**config.mk**
```make
export PLATFORM = sky130hd
export DESIGN_NAME = omni_velocity_shaper_framer
export DESIGN_NICKNAME = d
export VERILOG_FILES = /design/src/ovsf_pkg.sv /design/src/ovsf_lane.sv /design/src/ovsf_merge.sv /design/src/ovsf_framer.sv /design/src/omni_velocity_shaper_framer.sv
export SDC_FILE = /design/constraint.sdc
export NUM_CORES = 2
export LEC_CHECK = 0
export BUFFER_PORTS_ARGS = -buffer_cell sky130_fd_sc_hd__buf_2
export CORE_UTILIZATION = 55
export DETAILED_ROUTE_END_ITERATION = 8
export PLACE_DENSITY = 0.82
export SLEW_MARGIN = 30
export SYNTH_ARGS = -nofsm -noshare
export SYNTH_HDL_FRONTEND = slang
export SYNTH_HIERARCHICAL = 1
export SYNTH_SLANG_ARGS = --single-unit
```
**constraint.sdc**
```tcl
create_clock -name aclk -period 40.8 [get_ports aclk]
set_input_delay 4.08 -clock aclk [delete_from_list [all_inputs] [get_ports aclk]]
set_output_delay 4.08 -clock aclk [all_outputs]
set_load 0.03 [all_outputs]
```
**src/ovsf_pkg.sv**
```systemverilog
// shared types, constants and crc helper for the velocity shaper and framer
`default_nettype none

package ovsf_pkg;

    localparam int FRAC_BITS = 8;
    localparam int VEL_W     = 16;
    localparam int SMOOTH_W  = VEL_W + FRAC_BITS;
    localparam int LIM_W     = 15;
    localparam int WGT_W     = 8;
    localparam int TOUT_W    = 16;
    localparam int THR_W     = 10;
    localparam int CMD_W     = 2;
    localparam int CFG_AW    = 3;
    localparam int CFG_DW    = 16;
    localparam int BYTE_W    = 8;
    localparam int POS_W     = 4;

    // filter products and their sum
    localparam int PROD_W = SMOOTH_W + WGT_W + 2;
    localparam int SUM_W  = PROD_W + 1;

    localparam logic [LIM_W-1:0]  LIMIT_X_RST  = LIM_W'(1000);
    localparam logic [LIM_W-1:0]  LIMIT_Y_RST  = LIM_W'(1000);
    localparam logic [LIM_W-1:0]  LIMIT_R_RST  = LIM_W'(2000);
    localparam logic [WGT_W-1:0]  WEIGHT_RST   = WGT_W'(179);
    localparam logic [TOUT_W-1:0] TIMEOUT_RST  = TOUT_W'(10);
    localparam logic [THR_W-1:0]  THRESH_RST   = THR_W'(10);

    localparam logic [BYTE_W-1:0] BYTE_SYNC0 = 8'hAA;
    localparam logic [BYTE_W-1:0] BYTE_SYNC1 = 8'h55;
    localparam logic [BYTE_W-1:0] BYTE_LEN   = 8'h10;
    localparam logic [BYTE_W-1:0] BYTE_END   = 8'h0D;
    localparam logic [15:0]       CRC_INIT   = 16'hFFFF;
    localparam logic [15:0]       CRC_POLY   = 16'hA001;

    // byte positions within the frame
    localparam logic [POS_W-1:0] POS_SYNC0  = 4'd0;
    localparam logic [POS_W-1:0] POS_SYNC1  = 4'd1;
    localparam logic [POS_W-1:0] POS_LEN    = 4'd2;
    localparam logic [POS_W-1:0] POS_X_LO   = 4'd3;
    localparam logic [POS_W-1:0] POS_X_HI   = 4'd4;
    localparam logic [POS_W-1:0] POS_Y_LO   = 4'd5;
    localparam logic [POS_W-1:0] POS_Y_HI   = 4'd6;
    localparam logic [POS_W-1:0] POS_R_LO   = 4'd7;
    localparam logic [POS_W-1:0] POS_R_HI   = 4'd8;
    localparam logic [POS_W-1:0] POS_PAD0   = 4'd9;
    localparam logic [POS_W-1:0] POS_PAD1   = 4'd10;
    localparam logic [POS_W-1:0] POS_PAD2   = 4'd11;
    localparam logic [POS_W-1:0] POS_CRC_LO = 4'd12;
    localparam logic [POS_W-1:0] POS_CRC_HI = 4'd13;
    localparam logic [POS_W-1:0] POS_END    = 4'd14;

    typedef enum logic [CMD_W-1:0] {
        CMD_VEL  = 2'd0,
        CMD_TICK = 2'd1,
        CMD_STOP = 2'd2
    } cmd_t;

    typedef enum logic [1:0] {
        ACT_HOLD   = 2'd0,
        ACT_SMOOTH = 2'd1,
        ACT_DECAY  = 2'd2,
        ACT_ZERO   = 2'd3
    } act_t;

    typedef enum logic [CFG_AW-1:0] {
        REG_LIMIT_X  = 3'd0,
        REG_LIMIT_Y  = 3'd1,
        REG_LIMIT_R  = 3'd2,
        REG_WEIGHT   = 3'd3,
        REG_TIMEOUT  = 3'd4,
        REG_LAT_EN   = 3'd5,
        REG_STOP_THR = 3'd6
    } cfg_idx_t;

    typedef struct packed {
        logic capture;
        logic mul_en;
        logic commit;
        act_t act;
    } lane_ctrl_t;

    typedef struct packed {
        logic above;
    } lane_stat_t;

    typedef struct packed {
        logic signed [SMOOTH_W-1:0] x;
        logic signed [SMOOTH_W-1:0] y;
        logic signed [SMOOTH_W-1:0] rot;
    } frame_vals_t;

    typedef struct packed {
        act_t act;
        logic send;
    } merge_out_t;

    // one byte of modbus crc-16, lsb first
    function automatic logic [15:0] crc_byte(input logic [15:0] crc_in,
                                             input logic [BYTE_W-1:0] data);
        logic [15:0] c;
        c = crc_in ^ {8'h00, data};
        for (int b = 0; b < BYTE_W; b++) begin
            if (c[0]) begin
                c = (c >> 1) ^ CRC_POLY;
            end else begin
                c = c >> 1;
            end
        end
        return c;
    endfunction

endpackage

`default_nettype wire

```
**src/ovsf_lane.sv**
```systemverilog
// one axis lane: clamp, first-order filter, decay and threshold test
`default_nettype none

module ovsf_lane
    import ovsf_pkg::*;
(
    input  wire logic                       aclk,
    input  wire logic                       aresetn,
    input  wire lane_ctrl_t                 ctrl,
    input  wire logic signed [VEL_W-1:0]    vel_in,
    input  wire logic        [LIM_W-1:0]    limit,
    input  wire logic                       enable,
    input  wire logic        [WGT_W-1:0]    weight,
    input  wire logic        [THR_W-1:0]    thresh,
    output lane_stat_t                      stat,
    output logic signed [SMOOTH_W-1:0]      smooth_next
);

    logic signed [SMOOTH_W-1:0] smooth_reg;
    logic signed [VEL_W-1:0]    vclamp_reg, vclamp_next;
    logic signed [PROD_W-1:0]   prod_old_reg, prod_new_reg;
    logic signed [PROD_W-1:0]   prod_old_next, prod_new_next;
    logic        [SMOOTH_W-1:0] half_reg, half_next;
    logic                       above_reg, above_next;

    logic signed [VEL_W:0]      v_ext, l_ext, nl_ext;
    logic signed [WGT_W+1:0]    w_old, w_new;
    logic signed [SMOOTH_W-1:0] vf;
    logic        [SMOOTH_W-1:0] thr_f, mag_old, mag_half, half_tmp;
    logic signed [SUM_W-1:0]    sum, biased;
    logic signed [SMOOTH_W-1:0] filt;
    logic                       half_below;

    // clamp to the symmetric limit, or zero when the lane is disabled
    always_comb begin
        v_ext  = (VEL_W+1)'(vel_in);
        l_ext  = $signed({2'b00, limit});
        nl_ext = -l_ext;
        if (!enable) begin
            vclamp_next = '0;
        end else if (v_ext > l_ext) begin
            vclamp_next = VEL_W'(l_ext);
        end else if (v_ext < nl_ext) begin
            vclamp_next = VEL_W'(nl_ext);
        end else begin
            vclamp_next = vel_in;
        end
    end

    // products, halving and threshold compare on the stored value
    always_comb begin
        w_old         = $signed({2'b00, weight});
        w_new         = $signed((WGT_W+2)'(1 << WGT_W)) - w_old;
        vf            = {vclamp_reg, {FRAC_BITS{1'b0}}};
        prod_old_next = PROD_W'(w_old) * PROD_W'(smooth_reg);
        prod_new_next = PROD_W'(w_new) * PROD_W'(vf);
        thr_f         = SMOOTH_W'({thresh, {FRAC_BITS{1'b0}}});
        mag_old       = smooth_reg[SMOOTH_W-1] ? SMOOTH_W'(-smooth_reg)
                                               : SMOOTH_W'(smooth_reg);
        above_next    = mag_old > thr_f;
        half_tmp      = smooth_reg + SMOOTH_W'(smooth_reg[SMOOTH_W-1]);
        half_next     = {half_tmp[SMOOTH_W-1], half_tmp[SMOOTH_W-1:1]};
    end

    // sum, divide by 256 toward zero, pick the new value
    always_comb begin
        sum        = SUM_W'(prod_old_reg) + SUM_W'(prod_new_reg);
        biased     = sum + $signed(SUM_W'({WGT_W{sum[SUM_W-1]}}));
        filt       = biased[WGT_W +: SMOOTH_W];
        mag_half   = half_reg[SMOOTH_W-1] ? -half_reg : half_reg;
        half_below = mag_half < thr_f;
        case (ctrl.act)
            ACT_SMOOTH: smooth_next = filt;
            ACT_DECAY:  smooth_next = half_below ? '0 : $signed(half_reg);
            ACT_ZERO:   smooth_next = '0;
            default:    smooth_next = smooth_reg;
        endcase
    end

    assign stat.above = above_reg;

    always_ff @(posedge aclk) begin
        if (!aresetn) begin
            smooth_reg <= '0;
        end else if (ctrl.commit) begin
            smooth_reg <= smooth_next;
        end
    end

    always_ff @(posedge aclk) begin
        if (ctrl.capture) begin
            vclamp_reg <= vclamp_next;
        end
        if (ctrl.mul_en) begin
            prod_old_reg <= prod_old_next;
            prod_new_reg <= prod_new_next;
            half_reg     <= half_next;
            above_reg    <= above_next;
        end
    end

endmodule

`default_nettype wire

```
**src/ovsf_merge.sv**
```systemverilog
// merges lane findings with idle count and stop flag into one action
`default_nettype none

module ovsf_merge
    import ovsf_pkg::*;
(
    input  wire logic                aclk,
    input  wire logic                aresetn,
    input  wire cmd_t                cmd,
    input  wire lane_stat_t          stat_x,
    input  wire lane_stat_t          stat_y,
    input  wire lane_stat_t          stat_rot,
    input  wire logic [TOUT_W-1:0]   timeout,
    input  wire logic                commit,
    output merge_out_t               dec
);

    logic [TOUT_W-1:0] idle_reg, idle_next;
    logic              stopped_reg, stopped_next;
    logic [TOUT_W-1:0] idle_inc;
    logic              any_above;

    always_comb begin
        any_above    = stat_x.above | stat_y.above | stat_rot.above;
        idle_inc     = (&idle_reg) ? idle_reg : idle_reg + TOUT_W'(1);
        idle_next    = idle_reg;
        stopped_next = stopped_reg;
        dec.act      = ACT_HOLD;
        dec.send     = 1'b0;
        unique case (cmd)
            CMD_VEL: begin
                idle_next    = '0;
                stopped_next = 1'b0;
                dec.act      = ACT_SMOOTH;
                dec.send     = 1'b1;
            end
            CMD_TICK: begin
                if (!stopped_reg) begin
                    idle_next = idle_inc;
                    if (idle_inc > timeout && any_above) begin
                        dec.act  = ACT_DECAY;
                        dec.send = 1'b1;
                    end
                end
            end
            CMD_STOP: begin
                stopped_next = 1'b1;
                dec.act      = ACT_ZERO;
                dec.send     = 1'b1;
            end
            default: begin
                dec.act  = ACT_HOLD;
                dec.send = 1'b0;
            end
        endcase
    end

    always_ff @(posedge aclk) begin
        if (!aresetn) begin
            idle_reg    <= '0;
            stopped_reg <= 1'b0;
        end else if (commit) begin
            idle_reg    <= idle_next;
            stopped_reg <= stopped_next;
        end
    end

endmodule

`default_nettype wire

```
**src/ovsf_framer.sv**
```systemverilog
// frame serialiser with running modbus crc, one byte per cycle while m_tready is high
`default_nettype none

module ovsf_framer
    import ovsf_pkg::*;
(
    input  wire logic                 aclk,
    input  wire logic                 aresetn,
    input  wire logic                 load,
    input  wire frame_vals_t          vals,
    output logic                      free,
    output logic                      m_tvalid,
    input  wire logic                 m_tready,
    output logic [BYTE_W-1:0]         m_tdata,
    output logic                      m_tlast
);

    logic              busy_reg;
    logic [POS_W-1:0]  pos_reg;
    logic [15:0]       crc_reg;
    frame_vals_t       vals_reg;

    logic [15:0]       wx, wy, wr;
    logic [BYTE_W-1:0] cur;
    logic              fire;

    // truncate toward zero to whole units
    function automatic logic [15:0] to_word(input logic [SMOOTH_W-1:0] v);
        logic [SMOOTH_W-1:0] t;
        t = v + SMOOTH_W'({FRAC_BITS{v[SMOOTH_W-1]}});
        return t[FRAC_BITS +: 16];
    endfunction

    always_comb begin
        wx = to_word(vals_reg.x);
        wy = to_word(vals_reg.y);
        wr = to_word(vals_reg.rot);
        case (pos_reg)
            POS_SYNC0:  cur = BYTE_SYNC0;
            POS_SYNC1:  cur = BYTE_SYNC1;
            POS_LEN:    cur = BYTE_LEN;
            POS_X_LO:   cur = wx[7:0];
            POS_X_HI:   cur = wx[15:8];
            POS_Y_LO:   cur = wy[7:0];
            POS_Y_HI:   cur = wy[15:8];
            POS_R_LO:   cur = wr[7:0];
            POS_R_HI:   cur = wr[15:8];
            POS_CRC_LO: cur = crc_reg[7:0];
            POS_CRC_HI: cur = crc_reg[15:8];
            POS_END:    cur = BYTE_END;
            default:    cur = '0;
        endcase
    end

    assign m_tvalid = busy_reg;
    assign m_tdata  = cur;
    assign m_tlast  = (pos_reg == POS_END);
    assign fire     = busy_reg & m_tready;
    assign free     = !busy_reg || (fire && m_tlast);

    always_ff @(posedge aclk) begin
        if (!aresetn) begin
            busy_reg <= 1'b0;
            pos_reg  <= POS_SYNC0;
        end else if (load) begin
            busy_reg <= 1'b1;
            pos_reg  <= POS_SYNC0;
        end else if (fire) begin
            if (m_tlast) begin
                busy_reg <= 1'b0;
            end
            pos_reg <= pos_reg + POS_W'(1);
        end
    end

    // crc covers everything ahead of the crc bytes
    always_ff @(posedge aclk) begin
        if (load) begin
            vals_reg <= vals;
            crc_reg  <= CRC_INIT;
        end else if (fire && pos_reg < POS_CRC_LO) begin
            crc_reg <= crc_byte(crc_reg, cur);
        end
    end

endmodule

`default_nettype wire

```
**src/omni_velocity_shaper_framer.sv**
```systemverilog
// top level: velocity shaper with three axis lanes and serial frame output
//
//  channel  | direction | handshake               | payload
//  ---------+-----------+-------------------------+-------------------------------------
//  s_       | in        | s_tvalid / s_tready     | tuser: cmd; tdata: vel_x, vel_y, vel_rot
//  m_       | out       | m_tvalid / m_tready     | tdata: frame_byte; tlast: last
//  cfg_     | in        | cfg_wr_en (no back-pressure) | cfg_addr, cfg_wdata
//
//  an item passes the lane stages in order (capture and clamp, multiply, sum and commit)
//  a frame leaves at one byte per cycle while m_tready is high; the next item is taken
//  while a frame is still going out
//  a finished item holds in the commit stage until the serialiser can load its frame
//  reset is synchronous, active low, and clears filter state, idle count and stop flag
`default_nettype none

module omni_velocity_shaper_framer
    import ovsf_pkg::*;
(
    input  wire logic              aclk,
    input  wire logic              aresetn,
    // input items
    input  wire logic              s_tvalid,
    output logic                   s_tready,
    input  wire logic [47:0]       s_tdata,   // vel_x [15:0], vel_y [31:16], vel_rot [47:32]
    input  wire logic [7:0]        s_tuser,   // cmd [1:0], rest zero
    // frame bytes
    output logic                   m_tvalid,
    input  wire logic              m_tready,
    output logic [7:0]             m_tdata,   // frame_byte [7:0]
    output logic                   m_tlast,
    // configuration writes
    input  wire logic              cfg_wr_en,
    input  wire logic [CFG_AW-1:0] cfg_addr,
    input  wire logic [CFG_DW-1:0] cfg_wdata
);

    typedef enum logic [2:0] {
        ST_IDLE = 3'b001,
        ST_MUL  = 3'b010,
        ST_SUM  = 3'b100
    } state_t;

    state_t state_reg, state_next;

    // configuration registers
    logic [LIM_W-1:0]  limit_x_reg, limit_y_reg, limit_rot_reg;
    logic [WGT_W-1:0]  weight_reg;
    logic [TOUT_W-1:0] timeout_reg;
    logic              lat_en_reg;
    logic [THR_W-1:0]  thresh_reg;

    cmd_t         cmd_reg;
    lane_ctrl_t   ctrl;
    lane_stat_t   stat_x, stat_y, stat_rot;
    merge_out_t   dec;
    frame_vals_t  vals;
    logic         accept, frame_free, frame_load;

    assign s_tready = (state_reg == ST_IDLE);
    assign accept   = s_tvalid & s_tready;

    // sequencer through the lane stages
    always_comb begin
        state_next   = state_reg;
        ctrl.capture = 1'b0;
        ctrl.mul_en  = 1'b0;
        ctrl.commit  = 1'b0;
        ctrl.act     = dec.act;
        frame_load   = 1'b0;
        unique case (state_reg)
            ST_IDLE: begin
                ctrl.capture = accept;
                if (accept) begin
                    state_next = ST_MUL;
                end
            end
            ST_MUL: begin
                ctrl.mul_en = 1'b1;
                state_next  = ST_SUM;
            end
            ST_SUM: begin
                // hold here until the serialiser can take the frame
                if (!dec.send || frame_free) begin
                    ctrl.commit = 1'b1;
                    frame_load  = dec.send;
                    state_next  = ST_IDLE;
                end
            end
            default: state_next = ST_IDLE;
        endcase
    end

    always_ff @(posedge aclk) begin
        if (!aresetn) begin
            state_reg <= ST_IDLE;
        end else begin
            state_reg <= state_next;
        end
    end

    always_ff @(posedge aclk) begin
        if (accept) begin
            cmd_reg <= cmd_t'(s_tuser[CMD_W-1:0]);
        end
    end

    // register writes, an index past the list is dropped
    always_ff @(posedge aclk) begin
        if (!aresetn) begin
            limit_x_reg   <= LIMIT_X_RST;
            limit_y_reg   <= LIMIT_Y_RST;
            limit_rot_reg <= LIMIT_R_RST;
            weight_reg    <= WEIGHT_RST;
            timeout_reg   <= TIMEOUT_RST;
            lat_en_reg    <= 1'b1;
            thresh_reg    <= THRESH_RST;
        end else if (cfg_wr_en) begin
            unique case (cfg_addr)
                REG_LIMIT_X:  limit_x_reg   <= cfg_wdata[LIM_W-1:0];
                REG_LIMIT_Y:  limit_y_reg   <= cfg_wdata[LIM_W-1:0];
                REG_LIMIT_R:  limit_rot_reg <= cfg_wdata[LIM_W-1:0];
                REG_WEIGHT:   weight_reg    <= cfg_wdata[WGT_W-1:0];
                REG_TIMEOUT:  timeout_reg   <= cfg_wdata[TOUT_W-1:0];
                REG_LAT_EN:   lat_en_reg    <= cfg_wdata[0];
                REG_STOP_THR: thresh_reg    <= cfg_wdata[THR_W-1:0];
                default: ;
            endcase
        end
    end

    // forward axis lane
    ovsf_lane u_lane_x (
        .aclk        (aclk),
        .aresetn     (aresetn),
        .ctrl        (ctrl),
        .vel_in      ($signed(s_tdata[15:0])),
        .limit       (limit_x_reg),
        .enable      (1'b1),
        .weight      (weight_reg),
        .thresh      (thresh_reg),
        .stat        (stat_x),
        .smooth_next (vals.x)
    );

    // lateral lane, gated by the enable register
    ovsf_lane u_lane_y (
        .aclk        (aclk),
        .aresetn     (aresetn),
        .ctrl        (ctrl),
        .vel_in      ($signed(s_tdata[31:16])),
        .limit       (limit_y_reg),
        .enable      (lat_en_reg),
        .weight      (weight_reg),
        .thresh      (thresh_reg),
        .stat        (stat_y),
        .smooth_next (vals.y)
    );

    // rotation lane
    ovsf_lane u_lane_rot (
        .aclk        (aclk),
        .aresetn     (aresetn),
        .ctrl        (ctrl),
        .vel_in      ($signed(s_tdata[47:32])),
        .limit       (limit_rot_reg),
        .enable      (1'b1),
        .weight      (weight_reg),
        .thresh      (thresh_reg),
        .stat        (stat_rot),
        .smooth_next (vals.rot)
    );

    // decides the action from the lanes, idle count and stop flag
    ovsf_merge u_merge (
        .aclk     (aclk),
        .aresetn  (aresetn),
        .cmd      (cmd_reg),
        .stat_x   (stat_x),
        .stat_y   (stat_y),
        .stat_rot (stat_rot),
        .timeout  (timeout_reg),
        .commit   (ctrl.commit),
        .dec      (dec)
    );

    // serialiser, loaded with the values just committed
    ovsf_framer u_framer (
        .aclk     (aclk),
        .aresetn  (aresetn),
        .load     (frame_load),
        .vals     (vals),
        .free     (frame_free),
        .m_tvalid (m_tvalid),
        .m_tready (m_tready),
        .m_tdata  (m_tdata),
        .m_tlast  (m_tlast)
    );

endmodule

`default_nettype wire

```
; Yosys cells after proc, flatten, opt, wreduce, memory -nomap -nowiden
; Cells that the tools add are included.
[word_totals]
ff_bits = 564
input_bits = 80
out_inout_bits = 11
elab_cells = 213
[op_classes]
n_addsub = 24
mul = 6
magnitude_cmp = 14
eq_ne = 28
n_mux = 60
bitwise = 15
reduce_logical = 28
[ops]
columns = operator, count
row1 = $mux W16, 27
row2 = $mux W24, 9
row3 = $pmux W24 S3, 3
row4 = $neg A24 Y24, 6
row5 = $add A33 B34 Y35, 3
row6 = $mul A9 B24 Y33, 3
row7 = $add A32 B9 Y32, 3
row8 = $pmux W8 S12, 1
row9 = $mul A10 B16 Y26, 3
row10 = $add A24 B1 Y24, 3
row11 = $add A24 B8 Y24, 3
row12 = $gt A24 B18 Y1, 3
row13 = $lt A24 B18 Y1, 3
row14 = $gt A16 B16 Y1, 4
row15 = $lt A16 B17 Y1, 3
row16 = $neg A15 Y17, 3
row17 = $mux W15, 3
row18 = $pmux W16 S2, 1
row19 = $not A2 Y3, 8
row20 = $reduce_and A2 Y1, 10
row21 = $pmux W3 S3, 2
row22 = $add A16 B1 Y16 const B, 1
row23 = $eq A4 B3 Y1 const B, 4
row24 = $eq A4 B4 Y1 const B, 4
row25 = 29 further kinds, 62

; Depth between registers and ports, before layout
[depth]
ltp_word = 38
mapped_depth = 28
ltp_nobuf = 27

; Hierarchy
; Netlist, hierarchy kept.
[modules_own_cells]
columns = module, instances, cells_per_inst, area_each_um2, seq_area_each_um2
row1 = ovsf_lane at u_lane_y, 1, 2444, 21704.6, 3453.3
row2 = ovsf_lane at u_lane_x, 1, 2431, 21520.6, 3453.3
row3 = ovsf_lane at u_lane_rot, 1, 2372, 21097.7, 3453.3
row4 = ovsf_framer, 1, 465, 5114.9, 2582.5
row5 = omni_velocity_shaper_framer, 1, 378, 3245.6, 1721.7
row6 = ovsf_merge, 1, 227, 1784.2, 340.3

; Worst setup path before layout
; No wires, ideal clock.
[synth_timing]
kind = register to register
startpoint = register state_reg[1]
endpoint = register state_reg[0]
setup_ps = 813
arrival_ps = 19267
required_time_ps = 39987
setup_slack_ps = 20719
path_stages_with_launch = 3
path_buffers = 0
period_less_slack_ps = 20081
cell_sequence = dfxtp_1 -> nor3b_1 -> o31ai_1
[synth_via]
elab_chain_cells = 4
elab_cells_between_ends = 8
classes_between = eq/ne (5) / mux (1) / bitwise (1) / reduce/logical (1)
[synth_rtl]
columns = element, line_no
row1 = "start, declared", omni_velocity_shaper_framer.sv:43  ; state_t state_reg, state_next;
row2 = "start signal, assigned", omni_velocity_shaper_framer.sv:97  ; state_reg <= state_next;
row3 = $eq A3 B1 Y1, "omni_velocity_shaper_framer.sv:59, omni_velocity_shaper_framer.sv:70"
row4 = $and A1 B1 Y1, omni_velocity_shaper_framer.sv:60  ; assign accept = s_tvalid & s_tready;
row5 = $ne A2 B1 Y1 (no line), --
row6 = $reduce_and A2 Y1 (no line), --
; Parallel ways exist; a longest one is shown, timed or not.
; A chain may end at the register's enable or synchronous reset.

; Worst setup path after layout
[layout_timing]
startpoint = register u_framer/vals_reg[71] in the netlist's numbering
endpoint = output m_tdata[6]
[layout_via]
elab_chain_cells = 2
[layout_rtl]
columns = element, line_no
row1 = "start, declared", ovsf_framer.sv:21  ; frame_vals_t vals_reg;
row2 = "start signal, assigned", ovsf_framer.sv:79  ; vals_reg <= vals;
row3 = $add A24 B8 Y24, ovsf_framer.sv:30  ; t = v + SMOOTH_W'({FRAC_BITS{v[SMOOTH_W-1]}});
row4 = $pmux W8 S12, ovsf_framer.sv:38  ; case (pos_reg)
row5 = "end, declared", omni_velocity_shaper_framer.sv:29  ; output logic [7:0] m_tdata,
; No other way between the ends.

==> impl_metrics.yaml <==
global_routing:
  antenna_found_initial: 8
  grt.met1_usage: 0.362
  grtUsageMet3: 0.0503
  grt_usage: 0.280
  grtUsageMet2: 0.457
  grt_most_used_layer: "met2"
  grt_overflow: 0
  grt_max_degree: 80
  grt_pass1_vias: 61000
  grt_pass1_wl_mm: 312
yosys:
  synth_cell_types: 136
  yosysSeqAreaShare: 0.201
  synth_fa_ha_area_frac: 0.333
  synth_compound_area_frac: 0.127
  synth_top_cell_by_area: "fa_1"
  netlist_area_um2: 74500
  syn_inst: 8317
  ys_ff_latch: 564
  synth-xor-area-share: 0.0650
  avgSynthCellArea_um2: 8.95
  yosys-top-cells-area: "fa_1, edfxtp_1, ha_1"
  yosys-mux-area-fraction: 0.00309
  synth_top_family_by_area: "adder cells"
  synth_edf_count: 371
  synthArstFlopShare: 0
  synth.top_cell.area_share: 0.220
  synthFlopType: "edfxtp_1"
  synthSimpleGateAreaFrac: 0.188
  yosysWarningCount: 6
critical_path:
  cp.required_ps: 36720
  arrival_ps: 4160
  ff2ff_path_depth: 29
  critPathKind: "flop to output pin"
  critPathMaxFanout: 12
  r2r-start: "weight_reg[0]$_SDFFE_PN1P_"
  cp-start-kind: "flop"
  slowest_stage: "edfxtp_1"
  reg2reg_slack_ps: 32610
  path_cells: "ha_1, nand3_1, a211oi_1, a22o_1, xnor2_1, o221ai_1, a221oi_1, nand3_1, buf_2"
  crit_path_max_incr_delay_ps: 580
  rr_endpoint: "u_lane_rot/prod_new_reg[33]$_DFFE_PP_"
  end_kind: "output pin"
  crit_top_cell: "nand3_1"
timing:
  worst_slew_pin_slew_ps: 962
  rsz0062_at_grt: "no"
  finalMaxSlewViolations: 0
  fmax_mhz: 121
  finalSetupViolCount: 0
  setup_tns_ps: 0
  final-hold-violation-count: 0
  post-route-min-period_ps: 8240
  finalCritPeriodShare: 0.202
  slew_headroom: 0.355
  hold_ws_ps: 466
  clock_skew_ps: 28.8
floorplanning:
  core_um2: 134000
  dieWidth_um: 370
  die_y_um: 370
  die_area_um2: 137000
  rows: 134
  start_util: 0.556
  ios: 91
clock_network:
  clk-insertion-delay-late_ps: 680
  cts_buffer_depth: 3
  cts_hold_buf: 0
  cts_buffers: 68
  cts_resized: 0
  htreeDepth: 3
  postCtsSetupBuffers: 0
  cts_sinks: 564
  root_buffer: "clkbuf_16"
  path_clk_slew_ps: 60
  cts_tree: "done"
drt:
  vias: 59900
  drtIter0Drc: 5347
  via_per_inst: 6.01
  wire_per_inst_um: 19.1
  drc: 0
  wl_mm: 191
  drt-pass1-iter-count: 7
  detail-route-antenna-nets: 0
layout:
  synthToLayoutAreaGrowth_pct: 5.26
  fillerInstances: 11000
  largest_register_ff_count: 72
  fin_util: 0.585
  drive_gt1_frac: 0.0493
  final_nets: 9722
worst_hold_path:
  holdPathStages: 2
  hp-start: "timeout_reg[15]$_SDFFE_PN0P_"
  whs_endpoint: "timeout_reg[15]$_SDFFE_PN0P_"
  hp-class: "flop to flop"
power_and_ir_drop:
  swShare: 0.395
  seq_power_share: 0.265
  comb_power_share: 0.505
  p_int_mw: 1.66
  total_power_mw: 2.74
  p_leak_nw: 36.6
  clkPwrFrac: 0.230
  switching_power_mw: 1.08
  power_density_nw_per_um2: 34.9
  vdd_ir_drop_max_mv: 0.0474
place:
  hpwl_mm: 147
  globalplace.congestion: 0.961
  portBuffers: 84
run:
  drv_cap: 0
status:
  status: "finished, final reports clean"
-- worst max path at each step --
stage / endpoint / start / slack (ps) / depth (start not counted)
after global routing: u_lane_rot/prod_new_reg[33]$_DFFE_PP_ / weight_reg[0]$_SDFFE_PN1P_ / 32170 / 29
final: m_tdata[6] / u_framer/vals_reg[71]$_DFFE_PP_ / 32560 / 9
after global placement: u_lane_x/prod_new_reg[32]$_DFFE_PP_ / weight_reg[0]$_SDFFE_PN1P_ / 32920 / 25
after detailed placement: u_lane_rot/prod_new_reg[33]$_DFFE_PP_ / weight_reg[0]$_SDFFE_PN1P_ / 32680 / 29
after floorplan: state_reg[0]$_SDFFE_PN1P_ / state_reg[1]$_SDFFE_PN0P_ / 20720 / 2
after CTS: m_tdata[5] / u_framer/vals_reg[71]$_DFFE_PP_ / 32650 / 9
-- per-layer routing --
layer / vias to the layer above / wire length (um) / part of all wire
met1: 29400 / 77300 / 0.40
met5: - / 69 / 0.00036
met3: 518 / 16000 / 0.084
met4: 12 / 9080 / 0.048
li1: 27400 / - / -
met2: 2579 / 88400 / 0.46
-- cell usage after synthesis, types with 37 or more instances --
cell type	instances
or3_1	70
nand2_1	885
nor3_1	131
inv_1	1193
fa_1	819
nand4_1	87
and3_1	101
o21ai_0	274
a22oi_1	37
and2_1	624
a21o_1	99
ha_1	672
a21boi_0	64
a21oi_1	337
edfxtp_1	371
xor2_1	134
nor2_1	315
dfxtp_1	193
o21a_1	81
clkbuf_1	319
o211ai_1	41
xnor2_1	406
nor4_1	41
nor2b_1	44
a31oi_1	55
nand3_1	196
a211oi_1	47
nand2b_1	45
-- power by group through the flow --
stage / combinational (mW) / clock [mW] / sequential (mW)
6_report: 1.38 / 0.629 / 0.726
3_5_place_dp: 1.36 / 0 / 0.737
4_1_cts: 1.38 / 0.638 / 0.725
2_1_floorplan: 1.09 / 0 / 0.725
3_3_place_gp: 1.30 / 0 / 0.736
5_1_grt: 1.57 / 0.658 / 0.728
-- cells in the final DEF, fill, tap and decap left out, drive strengths merged, types with 134 or more instances in the layout --
cell and instances:
a21oi 339, and2 627, buf 143, dfxtp 193, edfxtp 371, fa 819
ha 672, inv 1199, nand2 888, nand3 197, nor2 317, o21ai 289
xnor2 407, xor2 134
-- cell type report --
type	count	area (um2)	share of cell area
tap	1768	2210	0.0282
multi-input combinational	6180	53500	0.683
antenna	3	7.51	0.0000958
clock buffer	91	1950	0.0249
clock inverter	31	328	0.00418
inverter	1194	4480	0.0572
timing repair buffer	143	870	0.0111
sequential	564	15000	0.192
-- logic make-up after synthesis --
| group | after synthesis |
|---|---|
| buf+inv | 1581 |
| flops | 564 |
| xor+xnor | 545 |
| other cells | 1 |
| simple gates | 2717 |
| compound gates | 1396 |
| fa+ha+maj | 1491 |
| mux | 22 |
-- worst max-delay path, delay by kind of cell, from the launching register on --
kind / cells / cell delay, ps
AOI/OAI and AO/OA: 4 / 1450
DFF: 1 / 580
and+or+nand+nor: 2 / 560
adders and majority gates: 1 / 400
buffers and inverters: 1 / 300
xor gates and xnor gates: 1 / 200
-- stage by stage --
stage                     worst slack [ps]  cells  area [um2]
after floorplan                      20720   8325       74500
after global placement               32920   9848       76000
after detailed placement             32680   9849       76100
after CTS                            32650   9971       78400
after global routing                 32170   9972       78400
final                                32560   9974       78400
Power figures use the tool's default switching activity.
